### config.mk
export PLATFORM = sky130hd
export DESIGN_NAME = adc_two_wire_serial_master_top
export DESIGN_NICKNAME = d
export VERILOG_FILES = /design/src/adcsm_pkg.sv /design/src/adc_two_wire_serial_master_top.sv
export SDC_FILE = /design/constraint.sdc
export NUM_CORES = 1
export LEC_CHECK = 0
export BUFFER_PORTS_ARGS = -buffer_cell sky130_fd_sc_hd__buf_2
export CAP_MARGIN = 20
export CELL_PAD_IN_SITES_DETAIL_PLACEMENT = 2
export CELL_PAD_IN_SITES_GLOBAL_PLACEMENT = 2
export CORE_ASPECT_RATIO = 1.1
export CORE_MARGIN = 2
export CORE_UTILIZATION = 37
export DETAILED_ROUTE_END_ITERATION = 10
export PLACE_DENSITY_LB_ADDON = 0.1
export SYNTH_ARGS = -nofsm -noshare
export SYNTH_HDL_FRONTEND = slang
export SYNTH_SLANG_ARGS = --single-unit
### constraint.sdc
create_clock -name aclk -period 7.2 [get_ports aclk]
set_input_delay 1.44 -clock aclk [delete_from_list [all_inputs] [get_ports aclk]]
set_output_delay 1.44 -clock aclk [all_outputs]
set_load 0.03 [all_outputs]
### src/adcsm_pkg.sv
package adcsm_pkg;

    localparam int SAMPLE_BITS = 24;
    localparam int SAMPLE_W    = 24;

    localparam logic [7:0]  HALF_PERIOD_RST   = 8'd48;
    localparam logic [15:0] READ_TIMEOUT_RST  = 16'd100;
    localparam logic [15:0] WRITE_TIMEOUT_RST = 16'd500;

    localparam logic [6:0] WRITE_CMD        = 7'h65;
    localparam logic [5:0] WRITE_LAST_CLOCK = 6'd46;
    localparam logic [5:0] READ_LAST_CLOCK  = 6'(SAMPLE_BITS + 3);
    localparam logic [5:0] SAMPLE_CLOCKS    = 6'(SAMPLE_BITS);
    localparam logic [5:0] DRIVE_FIRST      = 6'd28;
    localparam logic [5:0] CMD_FIRST        = 6'd30;
    localparam logic [5:0] CMD_LAST         = 6'd36;
    localparam logic [5:0] SET_FIRST        = 6'd38;
    localparam logic [5:0] SET_LAST         = 6'd45;

    localparam logic [1:0] KIND_TICK  = 2'd0;
    localparam logic [1:0] KIND_READ  = 2'd1;
    localparam logic [1:0] KIND_WRITE = 2'd2;

    localparam logic [1:0] REG_HALF_PERIOD   = 2'd0;
    localparam logic [1:0] REG_READ_TIMEOUT  = 2'd1;
    localparam logic [1:0] REG_WRITE_TIMEOUT = 2'd2;

    typedef enum logic [4:0] {
        PH_IDLE  = 5'b00001,
        PH_WAIT  = 5'b00010,
        PH_SETUP = 5'b00100,
        PH_HIGH  = 5'b01000,
        PH_LOW   = 5'b10000
    } phase_t;

    function automatic logic needs_setup(input logic [5:0] c);
        return (c >= CMD_FIRST && c <= CMD_LAST) || (c >= SET_FIRST && c <= SET_LAST);
    endfunction

    function automatic logic write_level(input logic [5:0] c, input logic [6:0] held);
        logic [5:0] idx;
        logic [7:0] setting;
        setting = {1'b0, held};
        if (c >= CMD_FIRST && c <= CMD_LAST) begin
            idx = CMD_LAST - c;
            return WRITE_CMD[idx[2:0]];
        end else if (c >= SET_FIRST && c <= SET_LAST) begin
            idx = SET_LAST - c;
            return setting[idx[2:0]];
        end
        return 1'b1;
    endfunction

endpackage

### src/adc_two_wire_serial_master_top.sv
// Two-wire serial master for a 24-bit delta-sigma converter. Every input beat is one
// clock tick of the serial sequencer and yields exactly one result beat with the pin
// levels and status for that tick; one beat is taken per cycle unless the output
// stalls, set by the single registered next-state step and the result register. kind 1
// starts a sample read, kind 2 a setting write; both wait for the data line to go low,
// counting ms_pulse beats against the read or write timeout. Reads shift in 24 bits
// MSB first and give three extra pulses; writes clock 27 released pulses, then drive
// the 0x65 command and the setting. Registers (APB): 0x0 half period ticks, 0x4 read
// timeout ms, 0x8 write timeout ms; write them only while the block is idle.
module adc_two_wire_serial_master_top (
    input  logic        aclk,
    input  logic        aresetn,
    // tdata: setting_value[6:0], line_level[7], ms_pulse[8], zero fill
    input  logic [15:0] s_tdata,
    // tuser: kind[1:0]
    input  logic [1:0]  s_tuser,
    input  logic        s_tvalid,
    output logic        s_tready,
    // tdata: sclk[0], line_drive[1], line_out[2], sample[26:3], busy_res[27],
    //        data_ready[28], zero fill
    output logic [31:0] m_tdata,
    // tuser: sample_valid[0], write_done[1], timed_out[2]
    output logic [2:0]  m_tuser,
    output logic        m_tvalid,
    input  logic        m_tready,
    input  logic        psel,
    input  logic        penable,
    input  logic        pwrite,
    input  logic [3:0]  paddr,
    input  logic [31:0] pwdata,
    output logic [31:0] prdata,
    output logic        pready
);
    import adcsm_pkg::*;

    logic [7:0]  half_period_reg;
    logic [15:0] read_timeout_reg;
    logic [15:0] write_timeout_reg;

    phase_t      phase_reg, phase_next;
    logic [5:0]  clock_count_reg, clock_count_next;
    logic [7:0]  half_tick_reg, half_tick_next;
    logic [15:0] wait_ms_reg, wait_ms_next;
    logic [23:0] shift_reg, shift_next;
    logic [6:0]  held_setting_reg, held_setting_next;
    logic        is_write_reg, is_write_next;

    logic        m_tvalid_reg;
    logic [31:0] m_tdata_reg, m_tdata_next;
    logic [2:0]  m_tuser_reg, m_tuser_next;

    logic [1:0]  kind;
    logic [6:0]  setv;
    logic        line;
    logic        msp;
    logic        s_fire;
    logic        cfg_wr;

    logic        half_end;
    logic [5:0]  last_clock;
    logic [16:0] wait_sum;
    logic [15:0] wait_cnt;
    logic [15:0] limit;
    logic [5:0]  clock_inc;
    logic [SAMPLE_BITS-1:0] raw_sample;
    logic        o_sclk, o_drive, o_lout, o_valid, o_done, o_tout, o_busy;
    logic [SAMPLE_W-1:0] o_sample;

    assign kind   = s_tuser;
    assign setv   = s_tdata[6:0];
    assign line   = s_tdata[7];
    assign msp    = s_tdata[8];

    assign s_tready = !m_tvalid_reg || m_tready;
    assign s_fire   = s_tvalid && s_tready;
    assign m_tvalid = m_tvalid_reg;
    assign m_tdata  = m_tdata_reg;
    assign m_tuser  = m_tuser_reg;

    assign pready = 1'b1;
    assign cfg_wr = psel && penable && pwrite && pready;

    always_comb begin
        unique case (paddr[3:2])
            REG_HALF_PERIOD:   prdata = {24'd0, half_period_reg};
            REG_READ_TIMEOUT:  prdata = {16'd0, read_timeout_reg};
            REG_WRITE_TIMEOUT: prdata = {16'd0, write_timeout_reg};
            default:           prdata = 32'd0;
        endcase
    end

    always_ff @(posedge aclk) begin
        if (!aresetn) begin
            half_period_reg   <= HALF_PERIOD_RST;
            read_timeout_reg  <= READ_TIMEOUT_RST;
            write_timeout_reg <= WRITE_TIMEOUT_RST;
        end else if (cfg_wr) begin
            unique case (paddr[3:2])
                REG_HALF_PERIOD:   half_period_reg   <= pwdata[7:0];
                REG_READ_TIMEOUT:  read_timeout_reg  <= pwdata[15:0];
                REG_WRITE_TIMEOUT: write_timeout_reg <= pwdata[15:0];
                default: ;
            endcase
        end
    end

    assign half_end   = ({1'b0, half_tick_reg} + 9'd1) >= {1'b0, half_period_reg};
    assign last_clock = is_write_reg ? WRITE_LAST_CLOCK : READ_LAST_CLOCK;
    assign wait_sum   = {1'b0, wait_ms_reg} + {16'd0, msp};
    assign wait_cnt   = wait_sum[16] ? 16'hFFFF : wait_sum[15:0];
    assign limit      = is_write_reg ? write_timeout_reg : read_timeout_reg;
    assign clock_inc  = clock_count_reg + 6'd1;
    assign raw_sample = shift_reg[SAMPLE_BITS-1:0];

    always_comb begin
        phase_next        = phase_reg;
        clock_count_next  = clock_count_reg;
        half_tick_next    = half_tick_reg;
        wait_ms_next      = wait_ms_reg;
        shift_next        = shift_reg;
        held_setting_next = held_setting_reg;
        is_write_next     = is_write_reg;
        o_sclk   = 1'b0;
        o_drive  = 1'b0;
        o_lout   = 1'b0;
        o_valid  = 1'b0;
        o_done   = 1'b0;
        o_tout   = 1'b0;
        o_sample = '0;

        if ((phase_reg == PH_SETUP || phase_reg == PH_HIGH || phase_reg == PH_LOW) &&
            is_write_reg && clock_count_reg >= DRIVE_FIRST) begin
            o_drive = 1'b1;
            o_lout  = write_level(clock_count_reg, held_setting_reg);
        end

        unique case (phase_reg)
            PH_IDLE: begin
                if (kind == KIND_READ || kind == KIND_WRITE) begin
                    is_write_next     = (kind == KIND_WRITE);
                    held_setting_next = setv;
                    wait_ms_next      = 16'd0;
                    clock_count_next  = 6'd0;
                    half_tick_next    = 8'd0;
                    shift_next        = 24'd0;
                    phase_next        = PH_WAIT;
                end
            end
            PH_WAIT: begin
                if (!line) begin
                    clock_count_next = 6'd1;
                    half_tick_next   = 8'd0;
                    phase_next       = PH_HIGH;
                end else if (wait_cnt >= limit) begin
                    o_tout     = 1'b1;
                    phase_next = PH_IDLE;
                end else begin
                    wait_ms_next = wait_cnt;
                end
            end
            PH_SETUP: begin
                if (half_end) begin
                    half_tick_next = 8'd0;
                    phase_next     = PH_HIGH;
                end else begin
                    half_tick_next = half_tick_reg + 8'd1;
                end
            end
            PH_HIGH: begin
                o_sclk = 1'b1;
                if (half_end) begin
                    if (!is_write_reg && clock_count_reg <= SAMPLE_CLOCKS) begin
                        shift_next = {shift_reg[22:0], line};
                    end
                    half_tick_next = 8'd0;
                    phase_next     = PH_LOW;
                end else begin
                    half_tick_next = half_tick_reg + 8'd1;
                end
            end
            PH_LOW: begin
                if (half_end) begin
                    half_tick_next = 8'd0;
                    if (clock_count_reg >= last_clock) begin
                        if (is_write_reg) begin
                            o_done = 1'b1;
                        end else begin
                            o_valid  = 1'b1;
                            o_sample = SAMPLE_W'($signed(raw_sample));
                        end
                        phase_next = PH_IDLE;
                    end else begin
                        clock_count_next = clock_inc;
                        phase_next = (is_write_reg && needs_setup(clock_inc)) ?
                                     PH_SETUP : PH_HIGH;
                    end
                end else begin
                    half_tick_next = half_tick_reg + 8'd1;
                end
            end
            default: phase_next = PH_IDLE;
        endcase

        o_busy       = (phase_next != PH_IDLE);
        m_tdata_next = {3'd0, !line, o_busy, o_sample, o_lout, o_drive, o_sclk};
        m_tuser_next = {o_tout, o_done, o_valid};
    end

    always_ff @(posedge aclk) begin
        if (!aresetn) begin
            phase_reg        <= PH_IDLE;
            clock_count_reg  <= 6'd0;
            half_tick_reg    <= 8'd0;
            wait_ms_reg      <= 16'd0;
            shift_reg        <= 24'd0;
            held_setting_reg <= 7'd0;
            is_write_reg     <= 1'b0;
            m_tvalid_reg     <= 1'b0;
        end else begin
            if (s_fire) begin
                phase_reg        <= phase_next;
                clock_count_reg  <= clock_count_next;
                half_tick_reg    <= half_tick_next;
                wait_ms_reg      <= wait_ms_next;
                shift_reg        <= shift_next;
                held_setting_reg <= held_setting_next;
                is_write_reg     <= is_write_next;
                m_tvalid_reg     <= 1'b1;
            end else if (m_tready) begin
                m_tvalid_reg <= 1'b0;
            end
        end
    end

    always_ff @(posedge aclk) begin
        if (s_fire) begin
            m_tdata_reg <= m_tdata_next;
            m_tuser_reg <= m_tuser_next;
        end
    end

    a_finish_not_busy: assert property (@(posedge aclk) disable iff (!aresetn)
        m_tvalid && (m_tuser[0] || m_tuser[1] || m_tuser[2]) |-> !m_tdata[27])
        else $error("busy flag set on a finishing beat");

    a_one_finish: assert property (@(posedge aclk) disable iff (!aresetn)
        m_tvalid |-> $countones(m_tuser) <= 1)
        else $error("more than one completion flag in a beat");

    a_timeout_quiet: assert property (@(posedge aclk) disable iff (!aresetn)
        m_tvalid && m_tuser[2] |-> !m_tdata[0] && !m_tdata[1])
        else $error("serial clock or drive active on a timeout beat");

    a_out_needs_drive: assert property (@(posedge aclk) disable iff (!aresetn)
        m_tvalid && m_tdata[2] |-> m_tdata[1])
        else $error("line level driven without drive enable");

    a_start_arms_wait: assert property (@(posedge aclk) disable iff (!aresetn)
        s_fire && phase_reg == PH_IDLE && (kind == KIND_READ || kind == KIND_WRITE)
        |=> phase_reg == PH_WAIT)
        else $error("start beat did not arm the wait");

endmodule

* Word-level counts from Yosys, hierarchy flattened
Memory sizes are Yosys's and may differ from the RTL's.
Index checks and enable logic that the tools add are counted.
** Cells by class
- Reduce and logical (&&, ||, !) cells :: 37
- Magnitude comparators :: 15
- Bitwise gates (word level) :: 3
- Equal/unequal tests :: 18
- Add/sub/neg operators :: 6
- Mux-type cells :: 46
** Operators with widths (number)
- 16-bit 2-to-1 mux :: 5
- 24-bit 2-to-1 mux :: 3
- 16-bit one-hot mux with 3 select lines :: 1
- 24-bit one-hot mux with 2 select lines :: 1
- 16-bit one-hot mux with 2 select lines :: 1
- 5-bit 2-to-1 mux :: 6
- 6-bit 2-to-1 mux :: 5
- 5-bit one-hot mux with 5 select lines :: 1
- 6-bit less-or-equal comparator (second input constant) :: 4
- 8-bit 2-to-1 mux :: 3
- 8-bit one-hot mux with 3 select lines :: 1
- 6-bit by 5-bit greater-or-equal comparator with 1-bit output (second input constant) :: 3
- 6-bit one-hot mux with 3 select lines :: 1
- 16-bit by 1-bit adder with 17-bit output :: 1
- 16-bit greater-or-equal comparator :: 1
- 1-bit 2-to-1 mux :: 15
- 2-bit inequality test (second input constant) :: 7
- 6-bit greater-or-equal comparator (second input constant) :: 2
- 1-bit logical AND :: 11
- 5-bit AND reduction :: 2
- 8-bit by 1-bit adder with 9-bit output (second input constant) :: 1
- 9-bit by 8-bit greater-or-equal comparator with 1-bit output :: 1
- 8-bit by 1-bit adder with 8-bit output (second input constant) :: 1
- 3-bit by 4-bit less-than comparator with 1-bit output (second input constant) :: 2
- other kinds (27) :: 46
** Word-level totals
- Bits in read-only memories :: 8
- Bits of input ports :: 61
- Output and inout port bits :: 70
- Register bits :: 140
- Memories kept :: 1
- Word-level logic and storage cells :: 142
** Memory list
- (no name shown) :: depth 8, width 1, read ports 1, clocked after memory_dff 0, write ports 0, RTL line adcsm_pkg.sv:46 : return WRITE_CMD[idx[2:0]];

* Longest topological paths before layout
- Word-level depth :: 10
- Mapped depth :: 16
- Gate-level depth less buffers :: 14

* Least setup slack after synthesis
No wires, ideal clock.
- Path kind :: input to register
- Start point :: input port s_tdata[8]
- End point :: register wait_ms_reg[10]
- Data arrival time :: 4.413 ns
- Path slack :: 2.673 ns
- Path buffers :: 2
- Library setup time :: 0.114 ns
- Cell stages on the path :: 15
- Data required time :: 7.086 ns
- Path through :: ha_1 ha_1 nand3_1 nor2_1 nand4_1 clkbuf_1 nand3_1 ha_1 a2111oi_0 o21ai_0 a211oi_2 o21ai_2 o211a_4 buf_6 a21o_1
** On the way
- Longest elaborated chain between the ends :: 5
- Elaborated cells on any way between the ends :: 8
- Those cells by class :: 1 x add/sub; 1 x order compare; 1 x eq/ne; 4 x mux; 1 x reduce/logical
** RTL lines
- from (decl) :: RTL line adc_two_wire_serial_master_top.sv:14 : input logic [15:0] s_tdata,
- 16-bit by 1-bit adder with 17-bit output * :: RTL line adc_two_wire_serial_master_top.sv:109 : assign wait_sum = {1'b0, wait_ms_reg} + {16'd0, msp};
- 16-bit 2-to-1 mux * :: RTL line adc_two_wire_serial_master_top.sv:110 : assign wait_cnt = wait_sum[16] ? 16'hFFFF : wait_sum[15:0];
- 16-bit greater-or-equal comparator / 16-bit 2-to-1 mux (equally long branches) :: RTL line adc_two_wire_serial_master_top.sv:154 : end else if (wait_cnt >= limit) begin
- 2-bit inequality test (no line) / 16-bit 2-to-1 mux (equally long branches)
- 5-bit AND reduction (no line) / 16-bit one-hot mux with 2 select lines (equally long branches)
- to (signal assigned) :: RTL line adc_two_wire_serial_master_top.sv:224 : wait_ms_reg <= wait_ms_next;
- to (decl) :: RTL line adc_two_wire_serial_master_top.sv:43 : logic [15:0] wait_ms_reg, wait_ms_next;
Mark *: on every way between the ends. The rest lies on a longest branch, timed or not. The select of a mux whose other input is x is not followed.
A chain may end at the register's enable or synchronous reset.

* Final worst setup path
- Start point :: input port s_tdata[8]
- End point :: register wait_ms_reg[3]
Same word-level chain as after synthesis.

==> results by group <==
Synth
  • Seq/Total Area, Yosys: between 40 and 50%
  • Cell area after synthesis: approximately 7700 um^2
  • Cell variety after synth: 75
  • YS warnings: 0
  • Number of flops mapped to enable cells by yosys: 32
  • FFs w/ async S/R, synth: 0%
  • Syn Area/Cell: ~8.8 um^2
  • Flops & latches, synth: 140
  • Ys flop type: dfxtp_1
  • Post-Syn Instances: approximately 880

Placement
  • Post-Place Cells: 1,184
  • Dpl hpwl: approximately 17,000 um
  • Routability cong.: about 0.76
  • Placed instance area: 8250 um^2
  • PortBufs: 85

Layout
  • Most common cell after layout, fill and taps aside: nand2_1
  • Commonest cells after routing, fill and taps aside: nand2_1, dfxtp_1, buf_2
  • Layout area overhead: 14.6%
  • Final instance area: 8870 um^2
  • Final Net Count: around 1,000
  • Fin cells: approximately 1,200
  • Number of flip-flops in the largest register: 29
  • Layout cells sized above 1: between 10% and 20%

Timing
  • Fin crit period: 5.02 ns
  • Sum of negative setup slack: 0 ns
  • Crit share post-route: a little over two thirds
  • Final Hold Fails: 0
  • Relative max-transition margin: approximately 37%
  • F_max: roughly 0.20 GHz
  • Worst slew pin tran: ~0.95 ns
  • Hold slack: 0.466 ns
  • Setup violations, final: 0
  • Unrepaired setup endpoints after global routing: no
  • Clock skew: around 0.0095 ns
  • Slew Limit Fails: 0

Worst setup path
  • R2r setup slk: about 3.0 ns
  • CP max stage delay: just over 0.5 ns
  • Crit-path cells: buf_2 -> ha_1 -> ha_1 -> nand3_1 -> nor2_1 -> nand4_1 -> buf_4 -> nand3_1 -> ha_1 -> a2111oi_0 -> nor3_1 -> a211oi_2 -> o2111ai_2 -> a31oi_1 -> a21o_1
  • Worst setup EP type: flip-flop
  • Crit-path leading delay family: compound AO/OA/AOI/OAI gates
  • CP Buf/Inv Count: 2
  • WP data arrival: ~5.4 ns
  • R2R cell count: 14
  • Required @ worst endpoint: ~7.6 ns
  • Kind of critical path: primary input to flip-flop
  • Levels on crit path: 15
  • Startpoint Class: primary input
  • Most used cell, CP: ha_1
  • Critical Path Slowest Stage Cell: a2111oi_0
  • Worst Path Max Fanout: 20

Power
  • Overall power: ~1.9 mW
  • Pwr per Cell Area: between 200 and 250 nW/um^2
  • Peak VDD IR: roughly 0.16 mV
  • Pleak: between 3 and 4 nW

Floorplanning
  • Die height: 156 um
  • Initial Util: a little under two fifths
  • Chip width: between 100 and 150 um
  • Row cnt: 55
  • Die area: ~22,000 um^2
  • Core area: ~21,000 um^2
  • I/O Pins: 131

Detailed routing
  • Detailed Route WL: 23,500 um
  • Vias: about 6,700
  • Vias/cell: roughly 5.5
  • DR WL/cell: about 19 um
  • 1st-iter DRT viols: approximately 200
  • Number of detailed-route iterations in the first pass: 4
  • ANT nets after route: 0
  • Drt drc: 0

CTS
  • Clock sink count: 140
  • CTS Buf Count: 17
  • Worst-path clk slew: about 0.070 ns
  • Clk buf depth: 2
  • Root buf cell: clkbuf_16
  • # Post-CTS Setup Buffers: 0
  • H-tree Lvls: 4
  • Worst-skew pair later-pin latency: 0.43 ns
  • CTS tree: done
  • Hold_buf cts: 0
  • CTS resizes: 0

Flow run
  • Max_cap viols: 0

Global route
  • Total Routing Usage GR: approximately 22%
  • First-pass GRT wire length: 37,800 um
  • Antenna violations before repair: 0
  • Pin count of the biggest net entering global routing: between 60 and 70
  • Vias in the first global route: between 7,000 and 8,000
  • Overflow after GRT: 0

Hold path
  • WHS Path Cells: 2
  • HP Class: flip-flop to flip-flop

Outcome
  • Run status: finished clean
-- cells by family after synthesis --
kind of cell    Yosys count  synth area share (%)
buf+inv                  86                  5.91
fa+ha+maj                38                  6.14
simple gates            365                  22.5
flops                   140                  40.3
mux                      62                  8.21
other cells               2                0.0970
xor+xnor                 12                  1.36
compound gates          178                  15.4
-- cell type report --
| type | instances | area [um^2] |
|---|---|---|
| repair buffers | 96 | 512 |
| multi-input cells | 675 | 4230 |
| clock buffers | 17 | 425 |
| clock inverters | 15 | 194 |
| diodes | 1 | 2.50 |
| well taps | 256 | 320 |
| fillers | 2239 | 11700 |
| flip-flops and latches | 140 | 3120 |
| inverters | 17 | 63.8 |
-- cell usage after synthesis, types with 13 or more instances --
cell | instances | area [um^2]
ha_1 | 38 | 475
and2_1 | 29 | 181
o21ai_0 | 34 | 170
mux2i_1 | 59 | 591
inv_1 | 16 | 60.1
dfxtp_1 | 108 | 2160
clkbuf_1 | 32 | 120
buf_4 | 21 | 158
nor2_1 | 30 | 113
nor3_1 | 18 | 90.1
nand3_1 | 48 | 240
a21o_1 | 13 | 97.6
edfxtp_1 | 32 | 961
a21oi_1 | 51 | 255
nand2_1 | 174 | 653
-- per-stage QoR --
| stage | worst slack [ns] | util, % |
|---|---|---|
| 6_report | 2.18 | 43.1 |
| 5_1_grt | 1.86 | 43.1 |
| 4_1_cts | 2.15 | 43.1 |
| 3_5_place_dp | 1.70 | 40.1 |
| 3_3_place_gp | 1.95 | 40.0 |
| 2_1_floorplan | 2.67 | - |
-- final timing paths --
path	from	end
setup / recovery	s_tdata[8]	wait_ms_reg[3]
hold / removal	raw_sample[4]	raw_sample[5]
setup reg to reg	wait_ms_reg[0]	wait_ms_reg[3]
hold reg to reg	raw_sample[4]	raw_sample[5]
-- worst register-to-register path: stages (launching register included) --
cell       delay [ns]
dfxtp_1          0.34
ha_1             0.17
ha_1             0.19
nand3_1          0.21
nor2_1           0.40
nand4_1          0.23
buf_4            0.26
nand3_1          0.12
ha_1             0.26
a2111oi_0        0.51
nor3_1           0.12
a211oi_2         0.41
o2111ai_2        0.44
a31oi_1          0.40
a21o_1           0.12
-- layer usage --
layer / track usage [%] / wire length, um
met5: 0 / 0
met4: 6.14 / 346
met3: 3.65 / 551
met2: 41.2 / 12600
met1: 24.6 / 9990
-- where the power goes --
part | switching [mW] | total, mW | internal (mW) | leakage (nW)
combinational | 0.131 | 0.181 | 0.0506 | 2.05
clock | 0.427 | 0.902 | 0.475 | 0.300
sequential | 0.0122 | 0.832 | 0.819 | 1.19
Power figures use the tool's default switching activity.
